### src/hdl/array_list_insert_delete_search_assert.svh
// ---------------------------------------------------------------------------
// Assertion macros for the array list block
// Shorthand for clocked implication checks with reset masking.
// ---------------------------------------------------------------------------
`ifndef ARRAY_LIST_INSERT_DELETE_SEARCH_ASSERT_SVH
`define ARRAY_LIST_INSERT_DELETE_SEARCH_ASSERT_SVH

// Same-cycle implication.
`define ALIDS_ASSERT_IMPL(label, ante, cons, msg) \
    label: assert property (@(posedge clk) disable iff (!rst_n) (ante) |-> (cons)) \
        else $error(msg);

// Next-cycle implication.
`define ALIDS_ASSERT_NEXT(label, ante, cons, msg) \
    label: assert property (@(posedge clk) disable iff (!rst_n) (ante) |=> (cons)) \
        else $error(msg);

`endif

### src/hdl/alids_pkg.sv
// ---------------------------------------------------------------------------
// alids_pkg
// Types and constants shared by the array list cells, sequencer and top.
// ---------------------------------------------------------------------------
package alids_pkg;

    localparam int CAPACITY_DEF = 512;
    localparam int KEY_W        = 32;
    localparam int PAY_W        = 32;
    localparam int POS_W        = 10;
    localparam int FOUND_W      = 9;
    localparam int COUNT_W      = 10;

    typedef enum logic [2:0] {
        REQ_PUSH   = 3'd0,
        REQ_INSERT = 3'd1,
        REQ_POP    = 3'd2,
        REQ_READ   = 3'd3,
        REQ_SEARCH = 3'd4
    } req_kind_t;

    typedef enum logic [2:0] {
        STS_OK       = 3'd0,
        STS_FULL     = 3'd1,
        STS_EMPTY    = 3'd2,
        STS_BADPOS   = 3'd3,
        STS_NOTFOUND = 3'd4
    } status_t;

    typedef enum logic {
        ST_IDLE,
        ST_SCAN
    } state_t;

    typedef struct packed {
        req_kind_t                 req_type;
        logic signed [KEY_W-1:0]   key_in;
        logic        [PAY_W-1:0]   payload_in;
        logic        [POS_W-1:0]   position;
    } req_beat_t;

    typedef struct packed {
        status_t                   status;
        logic        [FOUND_W-1:0] found_position;
        logic signed [KEY_W-1:0]   key_out;
        logic        [PAY_W-1:0]   payload_out;
        logic        [COUNT_W-1:0] entry_count;
    } rsp_beat_t;

    typedef struct packed {
        logic rotate;
        logic shift_up;
        logic load;
    } cell_ctl_t;

endpackage

### src/hdl/alids_cell.sv
// ---------------------------------------------------------------------------
// alids_cell
// One list slot: holds a key and payload, rotates toward the head, shifts
// up on insert, or loads new data when addressed.
// ---------------------------------------------------------------------------
module alids_cell
    import alids_pkg::*;
#(
    parameter int CAPACITY = CAPACITY_DEF,
    parameter int IDX      = 0
)
(
    input  logic                               clk,
    input  cell_ctl_t                          ctl,
    input  logic [$clog2(CAPACITY + 1) - 1:0]  tgt,
    input  logic [KEY_W-1:0]                   wr_key,
    input  logic [PAY_W-1:0]                   wr_pay,
    input  logic [KEY_W-1:0]                   up_key,
    input  logic [PAY_W-1:0]                   up_pay,
    input  logic [KEY_W-1:0]                   dn_key,
    input  logic [PAY_W-1:0]                   dn_pay,
    output logic [KEY_W-1:0]                   cell_key,
    output logic [PAY_W-1:0]                   cell_pay
);

    localparam int CNT_W = $clog2(CAPACITY + 1);
    localparam logic [CNT_W-1:0] MY_IDX = CNT_W'(IDX);

    logic [KEY_W-1:0] key_reg;
    logic [KEY_W-1:0] key_next;
    logic [PAY_W-1:0] pay_reg;
    logic [PAY_W-1:0] pay_next;

    always_comb
    begin
        key_next = key_reg;
        pay_next = pay_reg;
        if (ctl.rotate)
        begin
            key_next = up_key;
            pay_next = up_pay;
        end
        else if (ctl.load && (MY_IDX == tgt))
        begin
            key_next = wr_key;
            pay_next = wr_pay;
        end
        else if (ctl.shift_up && (MY_IDX > tgt))
        begin
            key_next = dn_key;
            pay_next = dn_pay;
        end
    end

    always_ff @(posedge clk)
    begin
        key_reg <= key_next;
        pay_reg <= pay_next;
    end

    assign cell_key = key_reg;
    assign cell_pay = pay_reg;

endmodule

### config.mk
export PLATFORM = sky130hd
export DESIGN_NAME = alids_cell
export DESIGN_NICKNAME = d
export VERILOG_FILES = /design/src/hdl/array_list_insert_delete_search_assert.svh /design/src/hdl/alids_pkg.sv /design/src/hdl/alids_cell.sv
export SDC_FILE = /design/constraint.sdc
export NUM_CORES = 1
export LEC_CHECK = 0
export BUFFER_PORTS_ARGS = -buffer_cell sky130_fd_sc_hd__buf_2
export CAP_MARGIN = 25
export CORE_AREA = 2 2 104 106
export CTS_CLUSTER_SIZE = 10
export DETAILED_ROUTE_END_ITERATION = 7
export DIE_AREA = 0 0 106 108
export GPL_ROUTABILITY_DRIVEN = 0
export GPL_TIMING_DRIVEN = 0
export PLACE_DENSITY = 0.76
export SLEW_MARGIN = 20
export SYNTH_ARGS = -nofsm -noshare
export SYNTH_HDL_FRONTEND = slang
export SYNTH_SLANG_ARGS = --single-unit
### constraint.sdc
create_clock -name clk -period 2.4 [get_ports clk]
set_input_delay 0.24 -clock clk [delete_from_list [all_inputs] [get_ports clk]]
set_output_delay 0.24 -clock clk [all_outputs]
set_load 0.1 [all_outputs]
## Yosys cells after proc, flatten, opt, wreduce, memory -nomap -nowiden

Index checks and enable logic that the tools add are counted.

| word-level totals | value |
|---|---|
| register bits | 64 |
| bits of input ports | 206 |
| output and inout bits | 64 |
| logic and storage cells | 13 |

| cells by class | value |
|---|---|
| magnitude comparators | 1 |
| multiplexer cells | 6 |
| reductions and logical operators | 4 |

Operators by type and width:

| cell | count |
|---|---|
| $mux W32 | 6 |
| $gt A1 B10 Y1 const A | 1 |
| $logic_not A10 Y1 | 1 |
| $reduce_bool A3 Y1 | 1 |
| $logic_and A1 B1 Y1 | 2 |

## Logic depth before layout (Yosys ltp)

| depth | value |
|---|---|
| depth after elaboration | 5 |
| depth in mapped cells | 5 |
| gate-level depth less buffers | 3 |

## Worst setup path after synthesis

Ideal clock, no wire load.

| path | value |
|---|---|
| kind | input to register |
| from | input tgt[9] |
| to | register key_reg[0] (netlist: cell_key[0]) (enable) |
| setup time | 0.394 ns |
| arrival | 1.783 ns |
| data required time | 2.006 ns |
| slack | 0.223 ns |
| stages on the path | 4 |
| buffers on the path | 1 |
| cell sequence | nor4b_1 and3_1 buf_2 or2_2 |

| on the way | value |
|---|---|
| word-level cells in the longest chain between the ends | 3 |
| elaborated cells between the ends (all ways) | 5 |
| classes of those cells | order compare: 1; reduce/logical: 4 |

RTL lines:

| item | line | text |
|---|---|---|
| from (decl) | alids_cell.sv:15 | `input logic [$clog2(CAPACITY + 1) - 1:0] tgt,` |
| $gt A1 B10 Y1 / $logic_not A10 Y1 (equally long branches) | alids_cell.sv:48, alids_cell.sv:43 |  |
| $logic_and A1 B1 Y1, on equally long branches | alids_cell.sv:48, alids_cell.sv:43 |  |
| $reduce_bool A3 Y1 (no line) (*) | - |  |
| to (signal assigned) | alids_cell.sv:57 | `key_reg <= key_next;` |
| to (decl) | alids_cell.sv:29 | `logic [KEY_W-1:0] key_reg;` |

Mark *: on every way between the ends. The rest lies on a longest branch, timed or not.
A chain may end at the register's enable or synchronous reset.

## Worst setup path after layout

| path | value |
|---|---|
| from | input tgt[9] |
| to | register pay_reg[15] (netlist: cell_pay[15]) (enable) |

| on the way | value |
|---|---|
| word-level cells in the longest chain between the ends | 3 |
| elaborated cells between the ends (all ways) | 5 |
| classes of those cells | order compare: 1; reduce/logical: 4 |

RTL lines:

| item | line | text |
|---|---|---|
| $gt A1 B10 Y1 / $logic_not A10 Y1 (equally long branches) | alids_cell.sv:48, alids_cell.sv:43 |  |
| $logic_and A1 B1 Y1, on equally long branches | alids_cell.sv:48, alids_cell.sv:43 |  |
| $reduce_bool A3 Y1 (no line) (*) | - |  |
| to (signal assigned) | alids_cell.sv:58 | `pay_reg <= pay_next;` |
| to (decl) | alids_cell.sv:31 | `logic [PAY_W-1:0] pay_reg;` |

Marked as above.

==> results_dict.tcl <==
set metrics [dict create \
    status "complete, no violations" \
    ant_nets 0 \
    synthTopCellsByArea "edfxtp_1 52%, nand2_1 13%, o221ai_1 12%" \
    cp_data_arrival_time_ns 1.86 \
    avgSynthCellArea_um2 10.2 \
    core_area_um2 10200 \
    grtUsageTotal 0.214 \
    via_per_inst 5.00 \
    synth.top_cell.area_share 0.522 \
    use_met3 0.0422 \
    overflow 0 \
    die_x_um 106 \
    grtUsageMet1 0.246 \
    endpoint_kind "register" \
    yosysTopAreaCell "edfxtp_1" \
    post_cts_buffers 0 \
    start_util 0.360 \
    power_leakage_nw 2.33 \
    setup_viol 0 \
    cts.path.max_buffers 2 \
    cts_resized 0 \
    synth_cell_types 15 \
    drtIter0Drc 357 \
    synth_area_um2 3680 \
    rsz0062_at_grt "no" \
    crit_path_max_fanout 42 \
    power.density_nw_per_um2 648 \
    min_period_ns 1.84 \
    rows 37 \
    die-area_um2 11400 \
    power_w 0.00350 \
    cts_sinks 64 \
    vias 3903 \
    syn-num-nets 566 \
    io-pin-count 270 \
    worstSetupStartpointType "primary input" \
    max-slew-margin-rel 0.369 \
    drt-total-wl_um 12500 \
    post-route-drc-count 0 \
    synth-seq-area-share 0.522 \
    port_buffers 268 \
    cts-root-buf "clkbuf_8" \
    hp-class "primary input to register" \
    worst_pin_slew_ns 0.939 \
    grt_pass1_wl_um 19000 \
    cts_tree "done" \
    syn_inst 360 \
    fin_nets 846 \
    period_share 0.768 \
    antenna_found_initial 0 \
    diodes 0 \
    top_usage_layer "met2" \
    ys_warn_count 0 \
    fill_cells 952 \
    grt_pass1_vias 4021 \
    fmax_mhz 543 \
    cts_hold_repair.buffers 0 \
    maxCapViolations 0 \
    die_y_um 108 \
    routedWlPerCell_um 16.0 \
    synth_seq_cells 64 \
    grt_util_met2 0.388 \
    critPathRequiredTime_ns 2.42 \
    cts_buffers 9 \
    grt_max_degree 43 \
    regArea_um2 1920 \
    cts.reportedPaths.clkPinSlew_ns 0.07 \
    final_cell_mix "276 x buf_2, 129 x nand2_1, 64 x nand2b_1, 64 x edfxtp_1, 51 x o221ai_1" \
    hpwl_um 9750 \
    drtPass1Iterations 5 \
    htreeDepth 3 \
    peakVddDrop_uv 303 \
    drive_gt1_frac 0.482 \
    synthToLayoutAreaGrowth_pct 46.5 \
    final_max_slew_viol_count 0 \
    final_common_cell "buf_2" \
    fin_ws_ns 0.558 \
    multi_input_area_um2 1580 \
    pre_cts_ws_ns 0.154 \
    hold_viol_final 0 \
    path_class "primary input to register" \
]
## report_power, final
| part | leakage [nW] | internal (W) | switching, W |
|---|---|---|---|
| sequential | 0.624 | 0.00135 | 0.0000251 |
| clock | 0.0922 | 0.000470 | 0.000407 |
| combinational | 1.62 | 0.000284 | 0.000962 |
| total | 2.33 | 0.00211 | 0.00139 |
## per-layer routing
| layer | wire length, um | part of all wire |
|---|---|---|
| met4 | 204 | 0.016 |
| met5 | 0 | 0 |
| met2 | 6440 | 0.51 |
| met3 | 1010 | 0.080 |
| met1 | 4870 | 0.39 |
## worst max-delay path, stage by stage
cell,delay (ns)
buf_2,0.09
nor4b_1,0.35
and3_1,0.23
buf_2,0.24
or2_4,0.39
buf_12,0.29
## area by class of cell
| cell class | count | share of cell area |
|---|---|---|
| sequential | 64 | 0.356 |
| clock buffer | 11 | 0.0243 |
| timing repair buffer | 269 | 0.252 |
| buffer | 33 | 0.0338 |
| tap | 136 | 0.0315 |
| clock inverter | 5 | 0.00881 |
| multi-input combinational | 263 | 0.293 |
## stage by stage
step	util	cells	setup TNS [ns]	hold WS, ns	area [um2]
finish	0.528	781	0	0.184	5400
global route	0.528	781	0	0.180	5400
CTS	0.528	781	0	0.163	5400
detailed placement	0.510	765	0	0.527	5220
global placement	0.508	764	-27.00	0.524	5200
floorplan	-	360	0	0.435	3680
## sequential cells by signal (all words and copies together), names as in the netlist
name      count
cell_key     32
cell_pay     32
## logic make-up after synthesis
family | share of synthesized area
compound gates | 0.174
buf+inv | 0.0496
simple gates | 0.255
flops | 0.522
## final timing paths
path,startpoint,to,slack [ns],cells after the start
hold / removal,up_pay[10],cell_pay[10],0.18,3
setup / recovery,tgt[9],cell_pay[15],0.56,6
## Yosys cell counts, drive strengths merged
| cell type | n |
|---|---|
| nand2 | 129 |
| edfxtp | 64 |
| nand2b | 64 |
| o221ai | 64 |
| clkbuf | 18 |
| buf | 15 |
| nor4 | 2 |
| and3 | 1 |
| nor3 | 1 |
| nor4b | 1 |
| or2 | 1 |
(Power assumes the default switching activity.)
