$ cat src/hdl/array_list_insert_delete_search_assert.svh
// ---------------------------------------------------------------------------
// Assertion macros for the array list block
// Shorthand for clocked implication checks with reset masking.
// ---------------------------------------------------------------------------
`ifndef ARRAY_LIST_INSERT_DELETE_SEARCH_ASSERT_SVH
`define ARRAY_LIST_INSERT_DELETE_SEARCH_ASSERT_SVH

// Same-cycle implication.
`define ALIDS_ASSERT_IMPL(label, ante, cons, msg) \
    label: assert property (@(posedge clk) disable iff (!rst_n) (ante) |-> (cons)) \
        else $error(msg);

// Next-cycle implication.
`define ALIDS_ASSERT_NEXT(label, ante, cons, msg) \
    label: assert property (@(posedge clk) disable iff (!rst_n) (ante) |=> (cons)) \
        else $error(msg);

`endif

$ cat src/hdl/alids_pkg.sv
// ---------------------------------------------------------------------------
// alids_pkg
// Types and constants shared by the array list cells, sequencer and top.
// ---------------------------------------------------------------------------
package alids_pkg;

    localparam int CAPACITY_DEF = 512;
    localparam int KEY_W        = 32;
    localparam int PAY_W        = 32;
    localparam int POS_W        = 10;
    localparam int FOUND_W      = 9;
    localparam int COUNT_W      = 10;

    typedef enum logic [2:0] {
        REQ_PUSH   = 3'd0,
        REQ_INSERT = 3'd1,
        REQ_POP    = 3'd2,
        REQ_READ   = 3'd3,
        REQ_SEARCH = 3'd4
    } req_kind_t;

    typedef enum logic [2:0] {
        STS_OK       = 3'd0,
        STS_FULL     = 3'd1,
        STS_EMPTY    = 3'd2,
        STS_BADPOS   = 3'd3,
        STS_NOTFOUND = 3'd4
    } status_t;

    typedef enum logic {
        ST_IDLE,
        ST_SCAN
    } state_t;

    typedef struct packed {
        req_kind_t                 req_type;
        logic signed [KEY_W-1:0]   key_in;
        logic        [PAY_W-1:0]   payload_in;
        logic        [POS_W-1:0]   position;
    } req_beat_t;

    typedef struct packed {
        status_t                   status;
        logic        [FOUND_W-1:0] found_position;
        logic signed [KEY_W-1:0]   key_out;
        logic        [PAY_W-1:0]   payload_out;
        logic        [COUNT_W-1:0] entry_count;
    } rsp_beat_t;

    typedef struct packed {
        logic rotate;
        logic shift_up;
        logic load;
    } cell_ctl_t;

endpackage

$ cat src/hdl/alids_ctrl.sv
// ---------------------------------------------------------------------------
// alids_ctrl
// Request sequencer: fill count, scan stepping over the rotating cell ring,
// and the registered response beat.
// ---------------------------------------------------------------------------
`include "array_list_insert_delete_search_assert.svh"

module alids_ctrl
    import alids_pkg::*;
#(
    parameter int CAPACITY = CAPACITY_DEF
)
(
    input  logic                               clk,
    input  logic                               rst_n,
    input  logic                               req_valid,
    output logic                               req_stall,
    input  req_beat_t                          req,
    output logic                               rsp_valid,
    input  logic                               rsp_stall,
    output rsp_beat_t                          rsp,
    input  logic [KEY_W-1:0]                   head_key,
    input  logic [PAY_W-1:0]                   head_pay,
    output cell_ctl_t                          cell_ctl,
    output logic [$clog2(CAPACITY + 1) - 1:0]  tgt,
    output logic [KEY_W-1:0]                   wr_key,
    output logic [PAY_W-1:0]                   wr_pay
);

    localparam int CNT_W = $clog2(CAPACITY + 1);
    localparam int IDX_W = $clog2(CAPACITY);
    localparam logic [CNT_W-1:0] CAP_CNT  = CNT_W'(CAPACITY);
    localparam logic [IDX_W-1:0] LAST_IDX = IDX_W'(CAPACITY - 1);

    state_t            state_reg, state_next;
    logic [CNT_W-1:0]  count_reg, count_next;
    logic [IDX_W-1:0]  step_reg, step_next;
    logic              hit_reg, hit_next;
    logic              rsp_valid_reg, rsp_valid_next;
    req_kind_t         op_reg, op_next;
    logic [KEY_W-1:0]  key_reg, key_next;
    logic [POS_W-1:0]  pos_reg, pos_next;
    logic [IDX_W-1:0]  found_reg, found_next;
    logic [KEY_W-1:0]  rkey_reg, rkey_next;
    logic [PAY_W-1:0]  rpay_reg, rpay_next;
    rsp_beat_t         rsp_reg, rsp_next;

    logic              accept;
    logic              full;
    logic              start_scan;
    logic              scan_last;
    logic [31:0]       cnt32;
    logic [31:0]       pos32;
    logic [31:0]       step32;
    logic [31:0]       spos32;
    logic [31:0]       cnt_out32;
    logic [31:0]       found32;
    rsp_beat_t         res;

    assign req_stall = !((state_reg == ST_IDLE) && (!rsp_valid_reg || !rsp_stall));
    assign accept    = req_valid && !req_stall;
    assign full      = (count_reg == CAP_CNT);
    assign scan_last = (state_reg == ST_SCAN) && (step_reg == LAST_IDX);
    assign cnt32     = 32'(count_reg);
    assign pos32     = 32'(req.position);
    assign step32    = 32'(step_reg);
    assign spos32    = 32'(pos_reg);

    always_comb
    begin
        state_next     = state_reg;
        count_next     = count_reg;
        step_next      = step_reg;
        hit_next       = hit_reg;
        op_next        = op_reg;
        key_next       = key_reg;
        pos_next       = pos_reg;
        found_next     = found_reg;
        rkey_next      = rkey_reg;
        rpay_next      = rpay_reg;
        rsp_next       = rsp_reg;
        rsp_valid_next = rsp_valid_reg && rsp_stall;
        cell_ctl       = '0;
        tgt            = count_reg;
        wr_key         = req.key_in;
        wr_pay         = req.payload_in;
        start_scan     = 1'b0;
        res            = '0;
        res.status     = STS_OK;
        cnt_out32      = '0;
        found32        = '0;

        case (state_reg)
            ST_IDLE:
            begin
                if (accept)
                begin
                    case (req.req_type)
                        REQ_PUSH:
                        begin
                            if (full)
                            begin
                                res.status = STS_FULL;
                            end
                            else
                            begin
                                cell_ctl.load = 1'b1;
                                count_next    = count_reg + 1'b1;
                            end
                        end
                        REQ_INSERT:
                        begin
                            if (full)
                            begin
                                res.status = STS_FULL;
                            end
                            else if (pos32 > cnt32)
                            begin
                                res.status = STS_BADPOS;
                            end
                            else
                            begin
                                cell_ctl.load     = 1'b1;
                                cell_ctl.shift_up = 1'b1;
                                tgt               = CNT_W'(pos32);
                                count_next        = count_reg + 1'b1;
                            end
                        end
                        REQ_POP:
                        begin
                            if (count_reg == '0)
                            begin
                                res.status = STS_EMPTY;
                            end
                            else
                            begin
                                count_next = count_reg - 1'b1;
                            end
                        end
                        REQ_READ:
                        begin
                            if (pos32 >= cnt32)
                            begin
                                res.status = STS_BADPOS;
                            end
                            else
                            begin
                                start_scan = 1'b1;
                            end
                        end
                        REQ_SEARCH:
                        begin
                            if (count_reg == '0)
                            begin
                                res.status = STS_NOTFOUND;
                            end
                            else
                            begin
                                start_scan = 1'b1;
                            end
                        end
                        default:
                        begin
                            res.status = STS_OK;
                        end
                    endcase

                    if (start_scan)
                    begin
                        state_next = ST_SCAN;
                        step_next  = '0;
                        hit_next   = 1'b0;
                        found_next = '0;
                        rkey_next  = '0;
                        rpay_next  = '0;
                        op_next    = req.req_type;
                        key_next   = req.key_in;
                        pos_next   = req.position;
                    end
                    else
                    begin
                        cnt_out32       = 32'(count_next);
                        res.entry_count = cnt_out32[COUNT_W-1:0];
                        rsp_next        = res;
                        rsp_valid_next  = 1'b1;
                    end
                end
            end
            ST_SCAN:
            begin
                cell_ctl.rotate = 1'b1;
                if ((op_reg == REQ_READ) && (step32 == spos32))
                begin
                    rkey_next = head_key;
                    rpay_next = head_pay;
                end
                if ((op_reg == REQ_SEARCH) && !hit_reg && (step32 < cnt32)
                    && (head_key == key_reg))
                begin
                    hit_next   = 1'b1;
                    found_next = step_reg;
                end

                if (step_reg == LAST_IDX)
                begin
                    state_next      = ST_IDLE;
                    cnt_out32       = 32'(count_reg);
                    found32         = 32'(found_next);
                    res.entry_count = cnt_out32[COUNT_W-1:0];
                    if (op_reg == REQ_READ)
                    begin
                        res.key_out     = $signed(rkey_next);
                        res.payload_out = rpay_next;
                    end
                    else if (hit_next)
                    begin
                        res.found_position = found32[FOUND_W-1:0];
                    end
                    else
                    begin
                        res.status = STS_NOTFOUND;
                    end
                    rsp_next       = res;
                    rsp_valid_next = 1'b1;
                end
                else
                begin
                    step_next = step_reg + 1'b1;
                end
            end
            default:
            begin
                state_next = ST_IDLE;
            end
        endcase
    end

    always_ff @(posedge clk or negedge rst_n)
    begin
        if (!rst_n)
        begin
            state_reg     <= ST_IDLE;
            count_reg     <= '0;
            step_reg      <= '0;
            hit_reg       <= 1'b0;
            rsp_valid_reg <= 1'b0;
        end
        else
        begin
            state_reg     <= state_next;
            count_reg     <= count_next;
            step_reg      <= step_next;
            hit_reg       <= hit_next;
            rsp_valid_reg <= rsp_valid_next;
        end
    end

    always_ff @(posedge clk)
    begin
        op_reg    <= op_next;
        key_reg   <= key_next;
        pos_reg   <= pos_next;
        found_reg <= found_next;
        rkey_reg  <= rkey_next;
        rpay_reg  <= rpay_next;
        rsp_reg   <= rsp_next;
    end

    assign rsp_valid = rsp_valid_reg;
    assign rsp       = rsp_reg;

    `ALIDS_ASSERT_IMPL(a_count_max, 1'b1, count_reg <= CAP_CNT, "fill count above capacity")
    `ALIDS_ASSERT_IMPL(a_scan_rsp_free, state_reg == ST_SCAN, !rsp_valid_reg, "early response")
    `ALIDS_ASSERT_NEXT(a_count_hold, !accept, $stable(count_reg), "count moved without a beat")
    `ALIDS_ASSERT_NEXT(a_scan_end, scan_last, rsp_valid_reg, "scan end without response")

endmodule

$ cat config.mk
export PLATFORM = sky130hd
export DESIGN_NAME = alids_ctrl
export DESIGN_NICKNAME = d
export VERILOG_FILES = /design/src/hdl/alids_pkg.sv /design/src/hdl/alids_ctrl.sv
export VERILOG_INCLUDE_DIRS = /design/src /design/src/hdl
export SDC_FILE = /design/constraint.sdc
export NUM_CORES = 1
export LEC_CHECK = 0
export BUFFER_PORTS_ARGS = -buffer_cell sky130_fd_sc_hd__buf_2
export CAP_MARGIN = 20
export CORE_ASPECT_RATIO = 0.5
export CORE_MARGIN = 2
export CORE_UTILIZATION = 48
export DETAILED_ROUTE_END_ITERATION = 7
export GPL_ROUTABILITY_DRIVEN = 1
export HOLD_SLACK_MARGIN = 0.06
export PLACE_DENSITY = 0.81
export SLEW_MARGIN = 20
export SYNTH_ARGS = -nofsm -noshare
export SYNTH_HDL_FRONTEND = slang
export SYNTH_SLANG_ARGS = --single-unit
$ cat constraint.sdc
create_clock -name clk -period 4.7 [get_ports clk]
set_clock_uncertainty 0.1 [all_clocks]
set_input_delay 0.47 -clock clk [delete_from_list [all_inputs] [get_ports clk]]
set_output_delay 0.47 -clock clk [all_outputs]
set_load 0.01 [all_outputs]
# Yosys cells after proc, flatten, opt, wreduce, memory -nomap -nowiden

Cells that the tools add are included.

Output and inout port bits: 165
Logic and storage cells: 120
Input port bits: 145
Register bits after elaboration: 226

Add/subtract/negate cells: 3
Order comparisons: 3
Reductions and logical operators: 19
Bitwise logic cells: 1
Multiplexer cells: 63
Equality and inequality tests: 15

Operator list:

| operator                                                             | count |
|---|---|
| 86-bit 2-to-1 mux                                                    | 3 |
| 86-bit case mux with 2 select lines                                  | 1 |
| 32-bit 2-to-1 mux                                                    | 4 |
| 32-bit case mux with 2 select lines                                  | 2 |
| 10-bit 2-to-1 mux                                                    | 9 |
| 64-bit 2-to-1 mux                                                    | 1 |
| 9-bit 2-to-1 mux                                                     | 5 |
| 9-bit case mux with 2 select lines                                   | 2 |
| 32-bit == test                                                       | 1 |
| 10-bit case mux with 3 select lines                                  | 1 |
| 1-bit 2-to-1 mux                                                     | 18 |
| 3-bit case mux with 5 select lines                                   | 1 |
| 2-bit 2-to-1 mux                                                     | 7 |
| 12-bit 2-to-1 mux                                                    | 1 |
| 10-bit by 1-bit adder with 10-bit output, second input constant      | 1 |
| 10-bit == test, second input constant                                | 1 |
| 9-bit by 10-bit == test with 1-bit output                            | 1 |
| 10-bit >= comparator                                                 | 1 |
| 10-bit greater-than comparator                                       | 1 |
| 10-bit zero test                                                     | 1 |
| 9-bit by 10-bit < comparator with 1-bit output                       | 1 |
| 1-bit case mux with 2 select lines                                   | 5 |
| 10-bit by 1-bit subtractor with 10-bit output, second input constant | 1 |
| 9-bit by 1-bit adder with 9-bit output, second input constant        | 1 |
| other kinds (14)                                                     | 34 |

# Longest topological paths before layout

Word-level depth: 10
Gate-level depth with buffers: 11
Mapped depth without buffers: 9

# Least setup slack after synthesis

Ideal clock, no wire load.

Kind: register to register
Start: register count_reg[5]
End: register found_reg[0], enable pin
Setup time: 399 ps
Path slack: -393 ps
Stages on the path, launching flop included: 10
Arrival: 4593 ps
Buffers on the path: 2
Required time: 4201 ps
Clock period less this slack: 5093 ps
Path through: dfrtp_1 > clkbuf_1 > inv_1 > ha_1 > a21oi_1 > o21ai_1 > a2111oi_4 > a31o_2 > clkbuf_1 > or2_2

Longest elaborated chain between the ends: 7
Elaborated cells on any way between the ends: 9
Classes of those cells: 1 x order compare; 1 x eq/ne; 5 x mux; 2 x reduce/logical

RTL lines:

| element                                                  | RTL line                             | source |
|---|---|---|
| start: declaration                                       | alids_ctrl.sv:36                     | `logic [CNT_W-1:0] count_reg, count_next;` |
| start signal: assignment                                 | alids_ctrl.sv:251                    | `count_reg <= count_next;` |
| 10-bit >= comparator or 10-bit zero test (tied branches) | alids_ctrl.sv:142, alids_ctrl.sv:153 |  |
| 1-bit 2-to-1 mux (on tied branches)                      | alids_ctrl.sv:142, alids_ctrl.sv:153 |  |
| 1-bit case mux with 2 select lines *                     | alids_ctrl.sv:98                     | `case (req.req_type)` |
| 1-bit 2-to-1 mux *                                       | alids_ctrl.sv:96                     | `if (accept)` |
| 1-bit 2-to-1 mux *                                       | alids_ctrl.sv:93                     | `case (state_reg)` |
| 2-bit by 1-bit != test with 1-bit output (no line) *     | n/a                                  |  |
| 2-bit AND reduction (no line) *                          | n/a                                  |  |
| end signal: assignment                                   | alids_ctrl.sv:263                    | `found_reg <= found_next;` |
| end: declaration                                         | alids_ctrl.sv:43                     | `logic [IDX_W-1:0] found_reg, found_next;` |

Mark *: on every way between the ends. The rest lies on a longest branch, timed or not. The select of a mux whose other input is x is not followed.
A chain may end at the register's enable or synchronous reset.

# Worst setup path in the final report

Start: register count_reg[7]
End: output port tgt[5]

Longest elaborated chain between the ends: 6
Elaborated cells on any way between the ends: 7
Classes of those cells: 1 x order compare; 1 x eq/ne; 5 x mux

RTL lines:

| element                        | RTL line          | source |
|---|---|---|
| 10-bit greater-than comparator | alids_ctrl.sv:117 | `else if (pos32 > cnt32)` |
| 10-bit 2-to-1 mux              | alids_ctrl.sv:117 |  |
| 10-bit 2-to-1 mux *            | alids_ctrl.sv:113 | `if (full)` |
| 10-bit 2-to-1 mux *            | alids_ctrl.sv:98  |  |
| 10-bit 2-to-1 mux *            | alids_ctrl.sv:96  |  |
| 10-bit 2-to-1 mux *            | alids_ctrl.sv:93  |  |
| end: declaration               | alids_ctrl.sv:25  | `output logic [$clog2(CAPACITY + 1) - 1:0] tgt,` |

Mark *: on every way between the ends. The rest lies on a longest branch, timed or not.

==> results.toml <==
[sta]
final-max-slew-violation-count = 0
grt_setup_unrepaired = "false"
finalSetupTns_ns = 0
slew_at_the_pin_closest_to_its_max_slew_limit_ns = 1.045
timing.final.crit_period_ns = 4.137
final-hold-violation-count = 0
fmax_ghz = 0.2417
slew_headroom = 0.3034
setup_viol = 0
final_min_period_over_clock_period = 0.8802

[final_layout]
largest_register_ffs = 86
antenna-diode-count = 0
areaGrowthSynthToFinish_pct = 17.62
fin_area_um2 = 13080
drive_gt1_frac = 0.2853
finish.net_count = 1274

[yosys]
synth_compound_gate_area_share = 0.07369
synthCells = 905
synth-simple-area-share = 0.1172
ys_ff_latch = 226
post_synth.cell_area_avg_um2 = 12.29
asyncSetResetFlopFracSynth = 0.09735
synth.net_count = 1072
synthXorXnorAreaFrac = 0.03859
part_of_the_yosys_area_used_for_sequential_elements = 0.6004
dominant_combinational_cell_family_by_area_after_synthesis = "simple AND/OR/NAND/NOR gates"
synth-edff-count = 204
synth_warnings = 0
most_instantiated_flip_flop_cell_in_the_synthesis_netlist = "edfxtp_1"
synth_adder_area_share = 0.02475
yosys.cell_types.count = 68
yosys-mux-area-fraction = 0.07640
post_synthesis_instance_area_um2 = 11120

[global_route]
grt_pass1_wl_mm = 45.66
grt_max_degree = 79
global_route.usage.total = 0.2428
antenna_found_initial = 0
via_count_of_the_first_global_routing_pass = 7960
sum_of_overflow_across_all_layers_after_global_routing = 0

[worst_setup_path]
setup.worst_path.start_class = "flip-flop"
r2r.worst_path.cells = 8
critPathRequiredTime_ns = 4.13
cp_slowest_stage_delay_ns = 0.54
timing.critical_path.buf_inv = 2
critical_path.reg2reg.startpoint = "count_reg[7]"
crit_type = "reg -> out"
setup.worst_path.end_class = "output port"
ff2ff_setup_slack_ns = 1.13
worstReg2RegEnd = "rkey_reg[26]"
crit_family = "compound AO/OA/AOI/OAI gates"
cp_cell_sequence = "inv_1 > ha_1 > a211oi_1 > nor2_1 > a2111oi_4 > o211ai_1 > or2_2 > mux2_2 > buf_2"
timing.critical_path.arrival_ns = 3.57
worst-path-max-fanout = 11
cp_slowest_cell = "dfrtp_1"

[floorplan]
dieWidth_um = 219.3
die_area_um2 = 24480
num_io_pins = 310
fp-row-count = 39
core_area_um2 = 22790
initial_utilization = 0.4880
overall_die_height_um = 111.6

[place]
io_buffer_count = 245
place_area_um2 = 12190
routabilityCongestion = 0.9231
dpl.hpwl_mm = 20.65

[routing]
first_iter_violations = 793
drt-vias-per-instance = 5.566
antenna_left = 0
drc_errors = 0
wire_per_inst_um = 20.98
totalWireLength_mm = 29.90
total_via_count_in_the_routed_design = 7931
detailedRoute.firstPassIterationCount = 5

[power]
worst_case_vdd_ir_drop_mv = 0.2526
power_density_normalized_to_cell_area_nw_per_um2 = 486.2
power_leakage_nw = 5.614

[cts]
cts_tree = "yes"
cts.sink_count = 226
cts_buffers = 21
cts.repair_timing.setup_buffer_count = 0
clkSlewWorstSetupHoldPaths_ns = 0.07
clock_insertion_delay_worst_skew_ns = 0.50
clockBufferDepth = 3
clock_tree.root_cell = "clkbuf_16"
h-tree-depth = 1

[min_path]
hold_path_stages = 1
worst_hold_path_type = "in -> reg"
hp-start = "req[42]"
hold_end = "key_reg[0]"

[run]
cap_violations = 0

[status]
run_status = "completed"
through the flow:
step	utilization	hold slack, ns	setup WS (ns)	instances	total power [mW]
floorplan	-	0.07441	0.3936	905	4.213
global placement	0.5347	0.4042	1.168	1361	4.742
detailed placement	0.5347	0.3973	1.137	1361	4.814
CTS	0.5740	0.06190	0.5912	1425	6.388
global route	0.5740	0.06650	0.3772	1425	6.708
finish	0.5740	0.07652	0.5630	1425	6.359
cell families after synthesis:
kind of cell,count (synthesis)
xor gates and xnor gates,49
AOI/OAI and AO/OA,106
DFF,226
adders and majority gates,22
and+or+nand+nor,292
buffers and inverters,126
muxes,84
final cells by class:
| type | count | area (um2) |
|---|---|---|
| clock buffer | 25 | 540.5 |
| inverter | 17 | 63.81 |
| timing repair buffer | 288 | 1649 |
| clock inverter | 9 | 53.80 |
| multi-input combinational | 553 | 3712 |
| tap | 307 | 384.1 |
| sequential | 226 | 6676 |
| fill | 1905 | 9708 |
power by group:
group          switching [mW]  leakage [nW]  internal (mW)
combinational            1.07          3.05          0.588
sequential              0.299          2.28           2.84
clock                   0.736         0.287          0.823
total                    2.11          5.61           4.25
timing repair:
item	CTS	global route
hold buffers	30	0
endpoints found under the hold margin	51	0
resized for setup	0	0
layer usage:
metal,global-route usage,part of all wire,vias up
met2,0.4118,0.49,315
met4,0.08198,0.030,0
met3,0.04590,0.066,72
met1,0.3148,0.41,3912
met5,0,0,-
li1,-,-,3632
layout by cell type, fill, tap and decap left out, types with 8 or more instances in the layout:
| cell type | instances |
|---|---|
| a22oi_2 | 9 |
| buf_4 | 11 |
| xor2_1 | 45 |
| dlygate4sd3_1 | 30 |
| nor2_1 | 177 |
| ha_1 | 22 |
| nor3_1 | 13 |
| a21oi_1 | 14 |
| buf_2 | 245 |
| nand3_1 | 18 |
| inv_1 | 16 |
| edfxtp_1 | 204 |
| nor4_1 | 11 |
| dfrtp_1 | 22 |
| mux2i_1 | 77 |
| clkbuf_16 | 21 |
| o21ai_0 | 23 |
| and3_1 | 8 |
| nand4_1 | 9 |
| nand2_1 | 28 |
synth_stat cells (3+ instances only):
| master | instances | share of area |
|---|---|---|
| buf_2 | 12 | 0.0054 |
| and3_1 | 8 | 0.0045 |
| nand2_1 | 28 | 0.0095 |
| o311ai_0 | 3 | 0.0024 |
| nor3b_1 | 3 | 0.0020 |
| mux2_2 | 7 | 0.0071 |
| clkbuf_1 | 26 | 0.0088 |
| nand2b_1 | 7 | 0.0039 |
| xnor2_1 | 4 | 0.0031 |
| nand4_1 | 9 | 0.0051 |
| dfrtp_1 | 22 | 0.050 |
| nor3_1 | 13 | 0.0059 |
| edfxtp_1 | 204 | 0.55 |
| buf_4 | 65 | 0.044 |
| nor2_1 | 177 | 0.060 |
| ha_1 | 22 | 0.025 |
| xor2_1 | 45 | 0.035 |
| o211ai_1 | 5 | 0.0034 |
| o22ai_1 | 5 | 0.0028 |
| a31oi_1 | 7 | 0.0039 |
| nor4_1 | 11 | 0.0062 |
| or2_2 | 4 | 0.0022 |
| a21o_1 | 5 | 0.0034 |
| a21oi_1 | 14 | 0.0063 |
| a22oi_2 | 9 | 0.010 |
| nand3_1 | 19 | 0.0086 |
| o21ai_0 | 23 | 0.010 |
| a211oi_1 | 5 | 0.0034 |
| inv_1 | 16 | 0.0054 |
| mux2i_1 | 77 | 0.069 |
worst max path at each step:
stage                              end  slack [ns]         start  depth (start not counted)
after floorplan           found_reg[0]        0.39  count_reg[5]                          9
final                           tgt[5]        0.56  count_reg[7]                          9
after CTS                       tgt[5]        0.59  count_reg[7]                          9
after global placement          tgt[5]        1.17  count_reg[5]                          9
after global routing            tgt[5]        0.38  count_reg[7]                          9
after detailed placement        tgt[5]        1.14  count_reg[7]                          9
Power figures use the tool's default switching activity.
